$ cat src/hdl/mrrg_pkg.sv
// ----------------------------------------------------------------------------
// mrrg_pkg
// widths, constants and shared types of the mean reverting rate generator
// ----------------------------------------------------------------------------
`timescale 1ns / 1ps

package mrrg_pkg;

    // port and datapath widths
    localparam int unsigned CFG_DATA_W  = 64;
    localparam int unsigned CFG_ADDR_W  = 3;
    localparam int unsigned RATE_W      = 41;
    localparam int unsigned DIFF_W      = 42;
    localparam int unsigned SUM_W       = 44;
    localparam int unsigned K_W         = 41;
    localparam int unsigned MAG_W       = 53;
    localparam int unsigned ACC_W       = 96;
    localparam int unsigned PUB_W       = 21;
    localparam int unsigned DAY_W       = 16;
    localparam int unsigned IN_TDATA_W  = 16;
    localparam int unsigned OUT_TDATA_W = 40;

    // register indexes
    localparam logic [CFG_ADDR_W-1:0] REG_INITIAL_STATE = 3'd0;
    localparam logic [CFG_ADDR_W-1:0] REG_MEAN_LEVEL    = 3'd1;
    localparam logic [CFG_ADDR_W-1:0] REG_REVERSION     = 3'd2;
    localparam logic [CFG_ADDR_W-1:0] REG_STEP_SCALE    = 3'd3;
    localparam logic [CFG_ADDR_W-1:0] REG_RATE_FLOOR    = 3'd4;
    localparam logic [CFG_ADDR_W-1:0] REG_RATE_CEILING  = 3'd5;

    // register reset values
    localparam logic signed [RATE_W-1:0] FLOOR_RST   = -41'sd1000000000000;
    localparam logic signed [RATE_W-1:0] CEILING_RST = 41'sd1000000000000;

    // splitmix64 constants
    localparam logic [63:0] GOLDEN_INC = 64'h9E3779B97F4A7C15;
    localparam logic [63:0] MIX_MUL_A  = 64'hBF58476D1CE4E5B9;
    localparam logic [63:0] MIX_MUL_B  = 64'h94D049BB133111EB;

    // sqrt(3) in q30, sample offset 2^52
    localparam logic [31:0]      SQRT3_Q30 = 32'd1859775393;
    localparam logic [MAG_W-1:0] HALF_SPAN = 53'h10000000000000;

    // publish divide by 10^6: reciprocal floor(2^41 / 10^6), one correction step
    localparam logic [31:0]       PUB_DIV    = 32'd1000000;
    localparam logic [31:0]       PUB_RECIP  = 32'd2199023;
    localparam logic [RATE_W-1:0] PUB_HALF   = 41'd500000;
    localparam logic [RATE_W-1:0] PUB_DIV_W  = 41'd1000000;
    localparam logic [PUB_W-1:0]  PUB_POS_MAX = 21'h0FFFFF;
    localparam logic [PUB_W-1:0]  PUB_NEG_MAX = 21'h100000;

    // rounding offsets applied to the accumulator
    localparam logic [ACC_W-1:0] RND_Q30 = 96'h1 << 29;
    localparam logic [ACC_W-1:0] RND_Q32 = 96'h1 << 31;
    localparam logic [ACC_W-1:0] RND_Q52 = 96'h1 << 51;

    // partial product placement in the accumulator
    typedef enum logic [1:0] {
        SH_0  = 2'd0,
        SH_32 = 2'd1,
        SH_64 = 2'd2
    } t_mac_sh;

    // one multiply-accumulate issue
    typedef struct packed {
        logic    valid;
        logic    first;
        t_mac_sh sh;
    } t_mac_ctl;

endpackage

$ cat src/hdl/mrrg_mac.sv
// ----------------------------------------------------------------------------
// mrrg_mac
// shared 32x32 multiplier with a shifted 96-bit accumulator
// ----------------------------------------------------------------------------
`timescale 1ns / 1ps

module mrrg_mac (
    input  logic                        i_clk,
    input  logic                        i_rst_n,
    input  mrrg_pkg::t_mac_ctl          i_ctl,
    input  logic [31:0]                 i_op_a,
    input  logic [31:0]                 i_op_b,
    output logic [mrrg_pkg::ACC_W-1:0]  o_acc
);

    mrrg_pkg::t_mac_ctl           r_ctl;
    logic [63:0]                  r_prod;
    logic [63:0]                  w_prod;
    logic [mrrg_pkg::ACC_W-1:0]   r_acc;
    logic [mrrg_pkg::ACC_W-1:0]   n_acc;
    logic [mrrg_pkg::ACC_W-1:0]   w_term;

    // product stage
    assign w_prod = {32'd0, i_op_a} * {32'd0, i_op_b};

    always_ff @(posedge i_clk) begin
        if (!i_rst_n) begin
            r_ctl <= '0;
        end else begin
            r_ctl <= i_ctl;
        end
    end

    always_ff @(posedge i_clk) begin
        r_prod <= w_prod;
    end

    // place the product at its limb offset
    always_comb begin
        case (r_ctl.sh)
            mrrg_pkg::SH_0:  w_term = {32'd0, r_prod};
            mrrg_pkg::SH_32: w_term = {r_prod, 32'd0};
            mrrg_pkg::SH_64: w_term = {r_prod[31:0], 64'd0};
            default:         w_term = '0;
        endcase
    end

    // accumulate, first partial product starts a new sum
    assign n_acc = (r_ctl.first ? '0 : r_acc) + w_term;

    always_ff @(posedge i_clk) begin
        if (r_ctl.valid) begin
            r_acc <= n_acc;
        end
    end

    assign o_acc = r_acc;

endmodule

$ cat config.mk
export PLATFORM = sky130hd
export DESIGN_NAME = mrrg_mac
export DESIGN_NICKNAME = d
export VERILOG_FILES = /design/src/hdl/mrrg_pkg.sv /design/src/hdl/mrrg_mac.sv
export SDC_FILE = /design/constraint.sdc
export NUM_CORES = 2
export LEC_CHECK = 0
export ABC_AREA = 1
export BUFFER_PORTS_ARGS = -buffer_cell sky130_fd_sc_hd__buf_2
export CORE_MARGIN = 2
export CORE_UTILIZATION = 39
export DETAILED_ROUTE_END_ITERATION = 8
export GPL_ROUTABILITY_DRIVEN = 0
export HOLD_SLACK_MARGIN = 0.12
export PLACE_DENSITY = 0.6
export SYNTH_ARGS = -nofsm -noshare
export SYNTH_HDL_FRONTEND = slang
export SYNTH_SLANG_ARGS = --single-unit
export TNS_END_PERCENT = 30
$ cat constraint.sdc
create_clock -name i_clk -period 6.7 [get_ports i_clk]
set_input_delay 1.34 -clock i_clk [delete_from_list [all_inputs] [get_ports i_clk]]
set_output_delay 1.34 -clock i_clk [all_outputs]
set_load 0.03 [all_outputs]
# [Word level (Yosys, flattened, before mapping)]
# Index checks and enable logic that the tools add are counted.
[op_classes] addsub=1 multipliers=1 n_eq_ne=2 mux=2 n_reduce_logical=1
[op_table] operator="$pmux 96 s3" n=1
[op_table] operator="$add 96x96->96" n=1
[op_table] operator="$mux 96" n=1
[op_table] operator="$mul 32x32->64" n=1
[op_table] operator="$eq 2x1->1 const B" n=1
[op_table] operator="$eq 2x2->1 const B" n=1
[op_table] operator="$logic_not 2->1" n=1
[word_totals] register_bits=164 in_bits=70 output_inout_bits=96 word_cells=12

# [Depth between registers and ports, before layout]
[logic_depth] depth_word=3 mapped_depth=28 mapped_depth_nobuf=27

# [Worst setup path before layout]
# No wires, ideal clock.
[synth_timing] path_kind="input to register" start="in i_op_a[31]" end="reg r_prod[37]" setup_time_ns=0.113 arrival_time_ns=7.012 t_required_ns=6.587 slack_ns=-0.425 stages=25 path_buffers=1 cell_sequence="clkbuf_1 -> nand2_1 -> fa_1 -> inv_1 -> fa_1 -> fa_1 -> inv_1 -> fa_1 -> inv_1 -> fa_1 -> fa_1 -> fa_1 -> inv_1 -> fa_1 -> inv_1 -> ha_1 -> nand2_1 -> nor2_1 -> inv_1 -> nor2_1 -> inv_1 -> nor2_1 -> nand3_1 -> nand4_1 -> nand2_1"
[synth_via] elab_chain_len=1
[synth_lines] element="start, declared" line_no="mrrg_mac.sv:11" source="input logic [31:0] i_op_a,"
[synth_lines] element="$mul 32x32->64" line_no="mrrg_mac.sv:24" source="assign w_prod = {32'd0, i_op_a} * {32'd0, i_op_b};"
[synth_lines] element="named net w_prod[37]" line_no="mrrg_mac.sv:18" source="logic [63:0] w_prod;"
[synth_lines] element="end signal, assigned" line_no="mrrg_mac.sv:35" source="r_prod <= w_prod;"
[synth_lines] element="end, declared" line_no="mrrg_mac.sv:17" source="logic [63:0] r_prod;"
# The timed path passes the listed nets, and every way through them passes these cells.
# A chain may end at the register's enable or synchronous reset.

# [Worst setup path in the final report]
[layout_timing] start="in i_op_a[20]" end="reg r_prod[49]"
# The elaborated chain is that of the path after synthesis.

==> qor.csv <==
metric,value,unit
Die ar.,0.134,sq mm
Startpoint Class,input port,
GR Overflow Total,0,
PortBufs,165,
fin nets,9264,
Final Non-Filler Cells,9695,
fillcell total,13208,
clk sinks,164,
First-pass DRT Iterations,6,
HPWL after DPL,149000,um
RSZ-0062 raised after global routing,true,
Gate Count Post-Synth,7509,
Worst EP arrival,7400,ps
first-pass GRT wire length,269000,um
"Distinct cells, synth",33,
Worst-Margin Slew,1180,ps
Slew HR,21.3,%
die width,366,um
final hold vios,0,
Synth Area in Compound Gates,2.94,%
CP max FO,6,
Post-Synth Adder-Cell Area,43.9,%
gr usage total,25.9,%
clock buffer depth,2,
Synth warnings,0,
Async SR Flop Fraction,0,%
critical setup path kind,in -> reg,
outcome,"complete, but fails checks",
Max Cap Violations,0,
GR met3 Demand/Resource,2.76,%
register area share after synthesis,8.30,%
Post-synth EDFFs,96,
post-synthesis xor/xnor area fraction,1.52,%
vias per cell,4.82,
WP buf/inv,8,
Initial Util,39.4,%
ranking of synthesized cells by area,"fa_1, nand2_1, inv_1",
"Largest stage delay, worst path",560,ps
reg2reg path depth,14,
Max Freq,0.144,GHz
"count leader, synth",nand2_1,
synth cell count leaders,"nand2_1, inv_1, fa_1, nor2_1, ha_1",
routed length per instance,17.8,um
GR peak layer,met2,
initial antenna violation count,6,
"Clk Latency, worst-skew pair",520,ps
drt drc,0,
Stages on worst setup path,26,
Synthesized Nets,8834,
initial DRC count,3752,
CTS Buf Count,17,
critical path's slowest cell,fa_1,
Worst Path Required,7140,ps
Final ANT Viol Nets,0,
mux cell area share after synthesis,0,%
share of Yosys cell area claimed by the top area cell type,35.1,%
I/O pin cnt,166,
Syn Area/Cell,6.81,sq um
core area,0.130,sq mm
placed insts,9609,
number of core rows,132,
Area Growth Syn to Fin,18.2,%
met2 usage,43.8,%
Tmin final,6950,ps
combinational family with the most area after synthesis,adder cells,
layout cells sized above 1,14.7,%
clock root cell,clkbuf_16,
WHS Path Cells,0,
crit path capture type,flip-flop,
Die Height,366,um
vias,46715,
"CTS clk-pin slew, worst paths",80,ps
leading area contributor after synthesis,fa_1,
Final period util,104,%
Fin Clk Skew,20.5,ps
vias in the first global route,47716,
CTS tree,built,
"CP delay by family, top",adder cells,
met1 Usage GRT,33.6,%
fin. max-slew vios,0,
synthesized area,0.0511,sq mm
Synth Register Bits,164,
failing checks,negative setup slack,
final worst setup slack,-254,ps
simple-gate share of the synthesized area,24.3,%
Crit path top cell by count,fa_1,
largest net degree at the start of global routing,70,
total wire length,173000,um
setup violators final,41,
Most used DFF post-synth,edfxtp_1,
Hold Path Class,reg -> reg,
H-tree depth,4,
per-layer routing:
layer  vias up  share of wire (%)
met2      1747                 47
li1      21965                  -
met5         -              0.038
met4        10                5.0
met1     22634                 42
met3       359                6.5
per-stage QoR:
stage	instance area, sq um	utilization [%]	hold WS (ps)	setup slack [ps]	TNS, ps
2_1_floorplan	52000	-	645	-193	-4320
3_3_place_gp	57200	44.1	691	-1280	-47370
3_5_place_dp	57200	44.1	700	-1340	-50210
4_1_cts	59400	45.8	714	-203	-5200
5_1_grt	60500	46.6	715	-434	-14560
6_report	60500	46.6	699	-254	-6530
flip-flops by register name, summed over array words and instances (netlist names):
signal	cells
o_acc	96
r_prod	64
r_ctl	4
worst paths after layout:
kind,from,end,slack (ps)
min reg2reg,r_ctl[3]$_SDFF_PN0_,o_acc[20]$_DFFE_PP_,700
max,i_op_a[20],r_prod[49]$_DFF_P_,-250
min,r_ctl[3]$_SDFF_PN0_,o_acc[20]$_DFFE_PP_,700
max reg2reg,r_ctl[1]$_SDFF_PN0_,o_acc[76]$_DFFE_PP_,2710
worst register-to-register path, cell delays in order, from the launching register on:
cell and delay (ps):
dfxtp_1 370, inv_1 80, nand2_2 840, o22ai_1 380
ha_1 450, nand2_1 110, nor2_1 200, nand2_1 100
nor2_1 420, and2_1 190, nand2_1 60, nand3_1 210
nand2_1 170, nand3_1 110, nand2_1 70
cell usage in the layout, fill, tap and decap left out, drive strengths merged:
master	count
o21a	3
inv	2383
nand3	150
xor2	84
nor3	24
a21oi	139
and3	1
bufbuf	2
o21bai	8
o22ai	64
clkbuf	24
diode	1
ha	358
and2	6
dfxtp	68
or2	3
xnor2	5
nand3b	1
o21ai	52
nor2	453
fa	897
nand2	2456
nand4	38
clkinv	4
a31oi	1
edfxtp	96
buf	624
a21o	8
cell families after synthesis:
kind of cell / Yosys count
and+or+nand+nor: 3132
AOI/OAI and AO/OA: 275
DFF: 164
xor gates and xnor gates: 89
adders and majority gates: 1255
buffers and inverters: 2594
area by class of cell:
class	count	area [sq um]	share of cell area, %
Antenna cell	1	2.50	0.00414
Clock buffer	20	460	0.762
Clock inverter	12	105	0.174
Inverter	2375	8910	14.7
Multi-Input combinational cell	4751	39100	64.6
Sequential cell	164	4250	7.03
Tap cell	1742	2180	3.61
Timing Repair Buffer	630	5470	9.05
timing repair:
action / 4_1_cts / 5_1_grt
endpoints found under the setup margin: 52 / 53
gates cloned: 4 / 1
resized for setup: 354 / 227
buffers inserted: 34 / 14
hold buffers: 0 / 0
pin swaps: 102 / 80
Power is left out: the tool's default activity adds up to more than one toggle a clock period on the data nets, which glitch-free logic cannot reach.
